`src/hdl/bic_pkg.sv`:
```
package bic_pkg;

  // operation codes carried by an input item
  localparam logic [1:0] OP_UPDATE = 2'd0;
  localparam logic [1:0] OP_WRITE  = 2'd1;
  localparam logic [1:0] OP_READ   = 2'd2;
  localparam logic [1:0] OP_NOP    = 2'd3;

  // register map, byte offsets
  localparam logic [5:0] OFS_PEND_BASIC    = 6'h00;
  localparam logic [5:0] OFS_PEND1         = 6'h04;
  localparam logic [5:0] OFS_PEND2         = 6'h08;
  localparam logic [5:0] OFS_FIQCTL        = 6'h0c;
  localparam logic [5:0] OFS_ENABLE1       = 6'h10;
  localparam logic [5:0] OFS_ENABLE2       = 6'h14;
  localparam logic [5:0] OFS_ENABLE_BASIC  = 6'h18;
  localparam logic [5:0] OFS_DISABLE1      = 6'h1c;
  localparam logic [5:0] OFS_DISABLE2      = 6'h20;
  localparam logic [5:0] OFS_DISABLE_BASIC = 6'h24;

  localparam int unsigned BANK_W  = 32;
  localparam int unsigned BASIC_W = 8;
  localparam int unsigned NUM_W   = 7;
  localparam int unsigned STAT_W  = 10;

  localparam logic [NUM_W-1:0] IRQ_COUNT_RESET = 7'd72;
  localparam logic [NUM_W-1:0] BANK2_BASE      = 7'd32;
  localparam logic [NUM_W-1:0] BASIC_BASE      = 7'd64;

  // pending vectors after an item has been applied
  typedef struct packed {
    logic [BANK_W-1:0]  bank1;
    logic [BANK_W-1:0]  bank2;
    logic [BASIC_W-1:0] basic;
  } pend_t;

  // dispatch choice
  typedef struct packed {
    logic             pending;
    logic             valid;
    logic [NUM_W-1:0] number;
  } sel_t;

endpackage

```
`src/hdl/bic_ifs.sv`:
```
interface bic_in_if import bic_pkg::*; ();
  logic               valid;
  logic               ready;
  logic [1:0]         opcode;
  logic [5:0]         reg_offset;
  logic [BANK_W-1:0]  write_data;
  logic [BANK_W-1:0]  lines_bank1;
  logic [BANK_W-1:0]  lines_bank2;
  logic [BASIC_W-1:0] lines_basic;

  modport source (output valid, opcode, reg_offset, write_data, lines_bank1, lines_bank2,
                  lines_basic, input ready);
  modport sink   (input valid, opcode, reg_offset, write_data, lines_bank1, lines_bank2,
                  lines_basic, output ready);
endinterface

interface bic_out_if import bic_pkg::*; ();
  logic              valid;
  logic              ready;
  logic [BANK_W-1:0] read_data;
  logic              irq_pending;
  logic              irq_valid;
  logic [NUM_W-1:0]  irq_number;

  modport source (output valid, read_data, irq_pending, irq_valid, irq_number, input ready);
  modport sink   (input valid, read_data, irq_pending, irq_valid, irq_number, output ready);
endinterface

```
`src/hdl/bic_regfile.sv`:
```
module bic_regfile import bic_pkg::*; (
  input  logic               clk_i,
  input  logic               rst_ni,
  input  logic               commit_i,
  input  logic [1:0]         opcode_i,
  input  logic [5:0]         reg_offset_i,
  input  logic [BANK_W-1:0]  write_data_i,
  input  logic [BANK_W-1:0]  lines_bank1_i,
  input  logic [BANK_W-1:0]  lines_bank2_i,
  input  logic [BASIC_W-1:0] lines_basic_i,
  output logic [BANK_W-1:0]  read_data_o,
  output pend_t              pend_o
);

  logic [BANK_W-1:0]  en1_q, en1_d, en2_q, en2_d;
  logic [BASIC_W-1:0] enb_q, enb_d;
  logic [BANK_W-1:0]  src1_q, src1_d, src2_q, src2_d;
  logic [BASIC_W-1:0] srcb_q, srcb_d;
  logic [BANK_W-1:0]  p1_cur, p2_cur;
  logic [BASIC_W-1:0] pb_cur;
  logic [STAT_W-1:0]  status_cur;

  // next state: line update or masked enable set/clear
  always_comb begin
    en1_d  = en1_q;
    en2_d  = en2_q;
    enb_d  = enb_q;
    src1_d = src1_q;
    src2_d = src2_q;
    srcb_d = srcb_q;
    case (opcode_i)
      OP_UPDATE: begin
        src1_d = lines_bank1_i;
        src2_d = lines_bank2_i;
        srcb_d = lines_basic_i;
      end
      OP_WRITE: begin
        case (reg_offset_i)
          OFS_ENABLE1:       en1_d = en1_q | write_data_i;
          OFS_ENABLE2:       en2_d = en2_q | write_data_i;
          OFS_ENABLE_BASIC:  enb_d = enb_q | write_data_i[BASIC_W-1:0];
          OFS_DISABLE1:      en1_d = en1_q & ~write_data_i;
          OFS_DISABLE2:      en2_d = en2_q & ~write_data_i;
          OFS_DISABLE_BASIC: enb_d = enb_q & ~write_data_i[BASIC_W-1:0];
          default: ;
        endcase
      end
      default: ;
    endcase
  end

  // state registers
  always_ff @(posedge clk_i or negedge rst_ni) begin
    if (!rst_ni) begin
      en1_q  <= '0;
      en2_q  <= '0;
      enb_q  <= '0;
      src1_q <= '0;
      src2_q <= '0;
      srcb_q <= '0;
    end else if (commit_i) begin
      en1_q  <= en1_d;
      en2_q  <= en2_d;
      enb_q  <= enb_d;
      src1_q <= src1_d;
      src2_q <= src2_d;
      srcb_q <= srcb_d;
    end
  end

  // read path, reads leave the state untouched
  assign p1_cur     = src1_q & en1_q;
  assign p2_cur     = src2_q & en2_q;
  assign pb_cur     = srcb_q & enb_q;
  assign status_cur = {|p2_cur, |p1_cur, pb_cur};

  always_comb begin
    read_data_o = '0;
    if (opcode_i == OP_READ) begin
      case (reg_offset_i)
        OFS_PEND_BASIC:                  read_data_o = {{(BANK_W-STAT_W){1'b0}}, status_cur};
        OFS_PEND1:                       read_data_o = p1_cur;
        OFS_PEND2:                       read_data_o = p2_cur;
        OFS_ENABLE1, OFS_DISABLE1:       read_data_o = en1_q;
        OFS_ENABLE2, OFS_DISABLE2:       read_data_o = en2_q;
        OFS_ENABLE_BASIC, OFS_DISABLE_BASIC:
                                         read_data_o = {{(BANK_W-BASIC_W){1'b0}}, enb_q};
        default:                         read_data_o = '0;
      endcase
    end
  end

  // pending after this item
  assign pend_o.bank1 = src1_d & en1_d;
  assign pend_o.bank2 = src2_d & en2_d;
  assign pend_o.basic = srcb_d & enb_d;

endmodule

```
`src/hdl/bic_prio.sv`:
```
module bic_prio import bic_pkg::*; (
  input  pend_t            pend_i,
  input  logic [NUM_W-1:0] irq_count_i,
  output sel_t             sel_o
);

  function automatic logic [4:0] lowest_set(input logic [BANK_W-1:0] v);
    logic [4:0] n;
    n = '0;
    for (int i = BANK_W - 1; i >= 0; i--) begin
      if (v[i]) n = 5'(i);
    end
    return n;
  endfunction

  logic             any1, any2, anyb;
  logic [4:0]       idx1, idx2, idxb;
  logic [NUM_W-1:0] num_raw;
  logic             found;

  assign any1 = |pend_i.bank1;
  assign any2 = |pend_i.bank2;
  assign anyb = |pend_i.basic;
  assign idx1 = lowest_set(pend_i.bank1);
  assign idx2 = lowest_set(pend_i.bank2);
  assign idxb = lowest_set({{(BANK_W-BASIC_W){1'b0}}, pend_i.basic});

  // bank 1 first, then bank 2, then basic
  always_comb begin
    found   = 1'b1;
    num_raw = '0;
    if (any1)      num_raw = {2'b00, idx1};
    else if (any2) num_raw = BANK2_BASE | {2'b00, idx2};
    else if (anyb) num_raw = BASIC_BASE | {2'b00, idxb};
    else           found   = 1'b0;
  end

  assign sel_o.pending = any1 | any2 | anyb;
  assign sel_o.valid   = found && (num_raw < irq_count_i);
  assign sel_o.number  = sel_o.valid ? num_raw : '0;

endmodule

```
`src/hdl/banked_interrupt_controller.sv`:
```
// channel | dir | handshake      | payload
// in_i    | in  | valid / ready  | opcode, reg_offset, write_data, lines_bank1/2, lines_basic
// out_o   | out | valid / ready  | read_data, irq_pending, irq_valid, irq_number
// cfg     | in  | cfg_we_i       | cfg_wdata_i = irq_count
//
// one item per cycle sustained while the output is not held off; the result register
// loads from the input register when that item advances, and the result is then offered
// (input register, then state update and priority encode into the result register)
// reset clears enables, source lines and valids, and sets irq_count to 72
// a stalled output holds its result; the input register keeps filling while the
// result register drains, so the input side stalls only when both are full and the
// output is held off
module banked_interrupt_controller import bic_pkg::*; (
  input  logic             clk_i,
  input  logic             rst_ni,
  input  logic             cfg_we_i,
  input  logic [NUM_W-1:0] cfg_wdata_i,
  bic_in_if.sink           in_i,
  bic_out_if.source        out_o
);

  logic               in_valid_q;
  logic [1:0]         opcode_q;
  logic [5:0]         reg_offset_q;
  logic [BANK_W-1:0]  write_data_q;
  logic [BANK_W-1:0]  lines_bank1_q;
  logic [BANK_W-1:0]  lines_bank2_q;
  logic [BASIC_W-1:0] lines_basic_q;

  logic               out_valid_q;
  logic [BANK_W-1:0]  read_data_q;
  sel_t               sel_q;

  logic [NUM_W-1:0]   irq_count_q;

  logic               adv_out, adv_in, in_acc;
  logic [BANK_W-1:0]  read_data;
  pend_t              pend;
  sel_t               sel;

  // flow control
  assign adv_out    = !out_valid_q || out_o.ready;
  assign adv_in     = in_valid_q && adv_out;
  assign in_i.ready = !in_valid_q || adv_out;
  assign in_acc     = in_i.valid && in_i.ready;

  // configuration register
  always_ff @(posedge clk_i or negedge rst_ni) begin
    if (!rst_ni) begin
      irq_count_q <= IRQ_COUNT_RESET;
    end else if (cfg_we_i) begin
      irq_count_q <= cfg_wdata_i;
    end
  end

  // input register
  always_ff @(posedge clk_i or negedge rst_ni) begin
    if (!rst_ni) begin
      in_valid_q <= 1'b0;
    end else if (in_acc) begin
      in_valid_q <= 1'b1;
    end else if (adv_in) begin
      in_valid_q <= 1'b0;
    end
  end

  always_ff @(posedge clk_i) begin
    if (in_acc) begin
      opcode_q      <= in_i.opcode;
      reg_offset_q  <= in_i.reg_offset;
      write_data_q  <= in_i.write_data;
      lines_bank1_q <= in_i.lines_bank1;
      lines_bank2_q <= in_i.lines_bank2;
      lines_basic_q <= in_i.lines_basic;
    end
  end

  bic_regfile u_regfile (
    .clk_i         (clk_i),
    .rst_ni        (rst_ni),
    .commit_i      (adv_in),
    .opcode_i      (opcode_q),
    .reg_offset_i  (reg_offset_q),
    .write_data_i  (write_data_q),
    .lines_bank1_i (lines_bank1_q),
    .lines_bank2_i (lines_bank2_q),
    .lines_basic_i (lines_basic_q),
    .read_data_o   (read_data),
    .pend_o        (pend)
  );

  bic_prio u_prio (
    .pend_i      (pend),
    .irq_count_i (irq_count_q),
    .sel_o       (sel)
  );

  // result register
  always_ff @(posedge clk_i or negedge rst_ni) begin
    if (!rst_ni) begin
      out_valid_q <= 1'b0;
    end else if (adv_out) begin
      out_valid_q <= in_valid_q;
    end
  end

  always_ff @(posedge clk_i) begin
    if (adv_in) begin
      read_data_q <= read_data;
      sel_q       <= sel;
    end
  end

  assign out_o.valid       = out_valid_q;
  assign out_o.read_data   = read_data_q;
  assign out_o.irq_pending = sel_q.pending;
  assign out_o.irq_valid   = sel_q.valid;
  assign out_o.irq_number  = sel_q.number;

endmodule

```
`src/flat_wrapper.sv`:
```
// flat-port wrapper written by rule: the top's interface ports become plain ports
module banked_interrupt_controller_flat import bic_pkg::*;
  (clk_i, rst_ni, cfg_we_i, cfg_wdata_i, in_i_valid, in_i_opcode, in_i_reg_offset, in_i_write_data, in_i_lines_bank1, in_i_lines_bank2, in_i_lines_basic, in_i_ready, out_o_valid, out_o_read_data, out_o_irq_pending, out_o_irq_valid, out_o_irq_number, out_o_ready);
  bic_in_if in_i_i ();
  bic_out_if out_o_i ();
  input  logic clk_i;
  input  logic rst_ni;
  input  logic cfg_we_i;
  input  logic [NUM_W-1:0] cfg_wdata_i;
  input wire logic [$bits(in_i_i.valid)-1:0] in_i_valid;
  input wire logic [$bits(in_i_i.opcode)-1:0] in_i_opcode;
  input wire logic [$bits(in_i_i.reg_offset)-1:0] in_i_reg_offset;
  input wire logic [$bits(in_i_i.write_data)-1:0] in_i_write_data;
  input wire logic [$bits(in_i_i.lines_bank1)-1:0] in_i_lines_bank1;
  input wire logic [$bits(in_i_i.lines_bank2)-1:0] in_i_lines_bank2;
  input wire logic [$bits(in_i_i.lines_basic)-1:0] in_i_lines_basic;
  output wire logic [$bits(in_i_i.ready)-1:0] in_i_ready;
  output wire logic [$bits(out_o_i.valid)-1:0] out_o_valid;
  output wire logic [$bits(out_o_i.read_data)-1:0] out_o_read_data;
  output wire logic [$bits(out_o_i.irq_pending)-1:0] out_o_irq_pending;
  output wire logic [$bits(out_o_i.irq_valid)-1:0] out_o_irq_valid;
  output wire logic [$bits(out_o_i.irq_number)-1:0] out_o_irq_number;
  input wire logic [$bits(out_o_i.ready)-1:0] out_o_ready;
  assign in_i_i.valid = in_i_valid;
  assign in_i_i.opcode = in_i_opcode;
  assign in_i_i.reg_offset = in_i_reg_offset;
  assign in_i_i.write_data = in_i_write_data;
  assign in_i_i.lines_bank1 = in_i_lines_bank1;
  assign in_i_i.lines_bank2 = in_i_lines_bank2;
  assign in_i_i.lines_basic = in_i_lines_basic;
  assign in_i_ready = in_i_i.ready;
  assign out_o_valid = out_o_i.valid;
  assign out_o_read_data = out_o_i.read_data;
  assign out_o_irq_pending = out_o_i.irq_pending;
  assign out_o_irq_valid = out_o_i.irq_valid;
  assign out_o_irq_number = out_o_i.irq_number;
  assign out_o_i.ready = out_o_ready;
  banked_interrupt_controller u_core (.clk_i(clk_i), .rst_ni(rst_ni), .cfg_we_i(cfg_we_i), .cfg_wdata_i(cfg_wdata_i), .in_i(in_i_i), .out_o(out_o_i));
endmodule
```
`config.mk`:
```
export PLATFORM = sky130hd
export DESIGN_NAME = banked_interrupt_controller_flat
export DESIGN_NICKNAME = d
export VERILOG_FILES = /design/src/hdl/bic_pkg.sv /design/src/hdl/bic_ifs.sv /design/src/hdl/bic_regfile.sv /design/src/hdl/bic_prio.sv /design/src/hdl/banked_interrupt_controller.sv /design/src/flat_wrapper.sv
export SDC_FILE = /design/constraint.sdc
export NUM_CORES = 1
export LEC_CHECK = 0
export ABC_AREA = 1
export BUFFER_PORTS_ARGS = -buffer_cell sky130_fd_sc_hd__buf_2
export CORE_MARGIN = 5
export CORE_UTILIZATION = 45
export DETAILED_ROUTE_END_ITERATION = 6
export MAX_ROUTING_LAYER = met4
export RECOVER_POWER = 50
export SYNTH_ARGS = -nofsm -noshare
export SYNTH_HDL_FRONTEND = slang
export SYNTH_SLANG_ARGS = --single-unit
```
`constraint.sdc`:
```
create_clock -name clk_i -period 8.4 [get_ports clk_i]
set_input_delay 0.84 -clock clk_i [delete_from_list [all_inputs] [get_ports clk_i]]
set_output_delay 0.84 -clock clk_i [all_outputs]
set_load 0.01 [all_outputs]
```
==> qor.yml <==
critical_path:
  required_ns: 8.90
  cp_cell_sequence: "clkbuf_1 > buf_4"
  crit_path_top_delay_cell: "clkbuf_1"
  start_kind: "input pin"
  cpLargestDelayFamily: "buffers and inverters"
  crit_fanout: 81
  crit_arrival_ns: 5.43
  critPathCaptureType: "async pin"
  crit_type: "input pin to async pin"
  ff2ff_path_depth: 43
  timing.rr.end: "u_core.out_o.irq_number[4]"
  regToRegStartpoint: "u_core.opcode_q[1]"
  regToRegSetupSlack_ns: 3.85
  cp_num_buf_inv: 2
  slowest_delay_ns: 3.34
detailed_routing:
  vias_per_cell: 5.46
  drtPass1Iterations: 6
  drc: 0
  wl_per_cell_um: 19.0
  antenna_left: 0
  vias: 12200
  drtIter0Drc: 1127
  wl_mm: 42.3
sta:
  tightestPinTransition_ns: 4.91
  finalWorstPathRequiredPeriod_ns: 4.92
  finalHoldViolations: 0
  finClkSkew_ns: 0.0207
  maxSlewViolCount: 317
  finalSetupViolations: 0
  relSlewSlack_pct: -227
  tns_ns: 0
  fin_hold_ws_ns: 0.492
  rsz0062_at_grt: "false"
  post-route-period-util_pct: 58.6
  max_freq_mhz: 203
status:
  violations: "max-capacitance violations, max-slew violations"
  outcome: "complete, but fails checks"
clock_tree:
  tritoncts: "yes"
  post_cts_buffers: 0
  cts_resized: 0
  clk_latency_ns: 0.52
  cts_buffers: 36
  path_clk_slew_ns: 0.05
  cts.sinks: 306
  cts_htree_levels: 2
  cts_buffer_depth: 3
  cts_hold_buf: 0
  clockRootBuffer: "clkbuf_16"
synthesis:
  ys_warn_count: 0
  synth_area_um2: 14700
  synth_seq_cells: 306
  synth_cells: 1617
  syn_nets: 1747
  async_reset_ff_share_pct: 50.0
  yosysMostFrequentCell: "nand2_1"
  synth_ff_type: "edfxtp_1"
  synth_edf_count: 153
  yosysUniqueCellTypes: 42
  avgSynthCellArea_um2: 9.11
  yosysTopAreaCellShare_pct: 31.2
  synth_common_cells: "nand2_1 (481), o21ai_0 (276), edfxtp_1 (153), dfrtp_1 (151), inv_1 (125)"
  synth_top_area_cell: "edfxtp_1"
  synthTopCellsByArea: "edfxtp_1 (31%), dfrtp_1 (26%), nand2_1 (12%), o21ai_0 (9.4%), mux2_2 (4.2%)"
  seq_area_frac_synth_pct: 57.2
layout:
  final_util_pct: 52.3
  drive_gt1_share_pct: 14.7
  layout.cells.non_filler: 2233
  nets: 1893
  num-fill-cells: 3006
  area_growth_syn_to_layout_pct: 15.2
  n_antenna_cell: 0
  stdcell_area_um2: 17000
pwr:
  leakagePower_nw: 7.17
  power_density_nw_per_um2: 280
  max-vdd-ir-drop_mv: 0.197
hold_path:
  whs_path_depth: 2
  hp-start: "u_core.in_valid_q"
  hold_class: "flip-flop to flip-flop"
  worstHoldEndpoint: "u_core.out_o.valid"
placed_design:
  placed_cell_area_um2: 15900
  hpwl_mm: 28.7
  place_congestion: 0.918
  io_buffers: 166
  placed_cells: 2167
die:
  die_x_um: 191
  die_h_um: 191
  die_area_um2: 36400
  io_pins: 167
  core_um2: 32500
  start_util_pct: 45.4
  num_rows: 66
global_routing:
  antenna_found_initial: 0
  grt_max_degree: 178
  grt-ovfl-total: 0
  grt_pass1_vias: 11800
  grt_util_all_layers_pct: 23.8
  grt_pass1_wl_mm: 66.1
run:
  max_cap_viol_count: 3
==> per-stage QoR <==
| stage | worst slack (ns) | power (mW) |
|---|---|---|
| after floorplan | 4.64 | 2.89 |
| after global placement | 3.92 | 3.23 |
| after detailed placement | 3.82 | 3.26 |
| after CTS | 3.80 | 4.78 |
| after global routing | 2.54 | 5.05 |
| final | 3.48 | 4.74 |
==> power by group <==
group	switching, mW	internal (mW)	leakage, nW
clock network	0.615	0.885	0.555
registers	0.177	1.89	3.47
logic	0.765	0.413	3.15
==> flip-flops by register name, summed over array words and instances (netlist names) <==
register and cells:
u_core.out_o.read_data 32, u_core.u_regfile.src2_q 32, u_core.out_o.irq_pending 1, u_core.u_regfile.enb_q 8
u_core.lines_bank2_q 32, u_core.u_regfile.en2_q 32, u_core.reg_offset_q 6, u_core.out_o.irq_valid 1
u_core.u_regfile.srcb_q 8, u_core.irq_count_q 7, u_core.out_o.valid 1, u_core.u_regfile.en1_q 32
u_core.lines_basic_q 8, u_core.lines_bank1_q 32, u_core.in_valid_q 1, u_core.write_data_q 32
u_core.out_o.irq_number 7, u_core.u_regfile.src1_q 32, u_core.opcode_q 2
==> placed cells by master, fill, tap and decap left out, drive strengths merged <==
master | synthesis | layout
dfrtp | 151 | 151
a2111oi | 1 | 1
or2 | 1 | 1
mux2 | 55 | 55
a221oi | 24 | 24
o41ai | 1 | 1
buf | 22 | 125
a41oi | 2 | 2
dfstp | 2 | 2
o22ai | 27 | 27
o21ai | 298 | 298
a21oi | 29 | 29
a22oi | 2 | 2
mux2i | 1 | 1
nand2 | 486 | 486
o311ai | 1 | 1
nor2 | 114 | 114
o211ai | 2 | 2
a211oi | 1 | 1
inv | 133 | 132
clkinvlp | 0 | 1
ha | 6 | 6
nand3 | 12 | 12
nor3 | 3 | 3
clkinv | 0 | 14
bufinv | 0 | 1
o21bai | 2 | 2
a31oi | 18 | 18
o2111ai | 1 | 1
o31ai | 3 | 3
edfxtp | 153 | 153
nand4 | 14 | 14
clkbuf | 48 | 104
nor4 | 4 | 4
==> worst max path at each step <==
stage | start | end | slack (ns) | cells past startpoint
global placement | u_core.opcode_q[1] | u_core.out_o.irq_number[4] | 3.92 | 43
floorplan | out_o_ready | u_core.lines_bank1_q[0] | 4.64 | 4
global route | rst_ni | u_core.u_regfile.en1_q[24] | 2.54 | 2
finish | rst_ni | u_core.u_regfile.src2_q[25] | 3.48 | 2
CTS | u_core.opcode_q[1] | u_core.out_o.irq_number[4] | 3.80 | 43
detailed placement | u_core.opcode_q[1] | u_core.out_o.irq_number[4] | 3.82 | 43
==> layout make-up <==
type	count	area (um2)	area share, %
clock buffers	51	1030	6.07
inverters	133	500	2.95
repair buffers	178	853	5.03
flip-flops and latches	306	8430	49.7
clock inverters	15	101	0.598
multi-input cells	1108	5500	32.4
well taps	442	553	3.26
==> cell families (layout without fill, tap and decap cells) <==
family | count (synthesis) | count (layout) | synth area share (%)
adders and majority gates | 6 | 6 | 0.510
AOI/OAI and AO/OA | 412 | 412 | 15.4
buffers and inverters | 203 | 377 | 5.46
DFF | 306 | 306 | 57.2
and+or+nand+nor | 634 | 634 | 17.1
muxes | 56 | 56 | 4.27
==> per-layer routing <==
layer	share of wire (%)	up-vias	GRT usage, %
met5	0	-	-
met4	3.1	0	7.51
met3	7.7	107	4.06
met2	44	501	34.9
met1	45	5770	34.1
li1	-	5805	-
(Power assumes the default switching activity.)
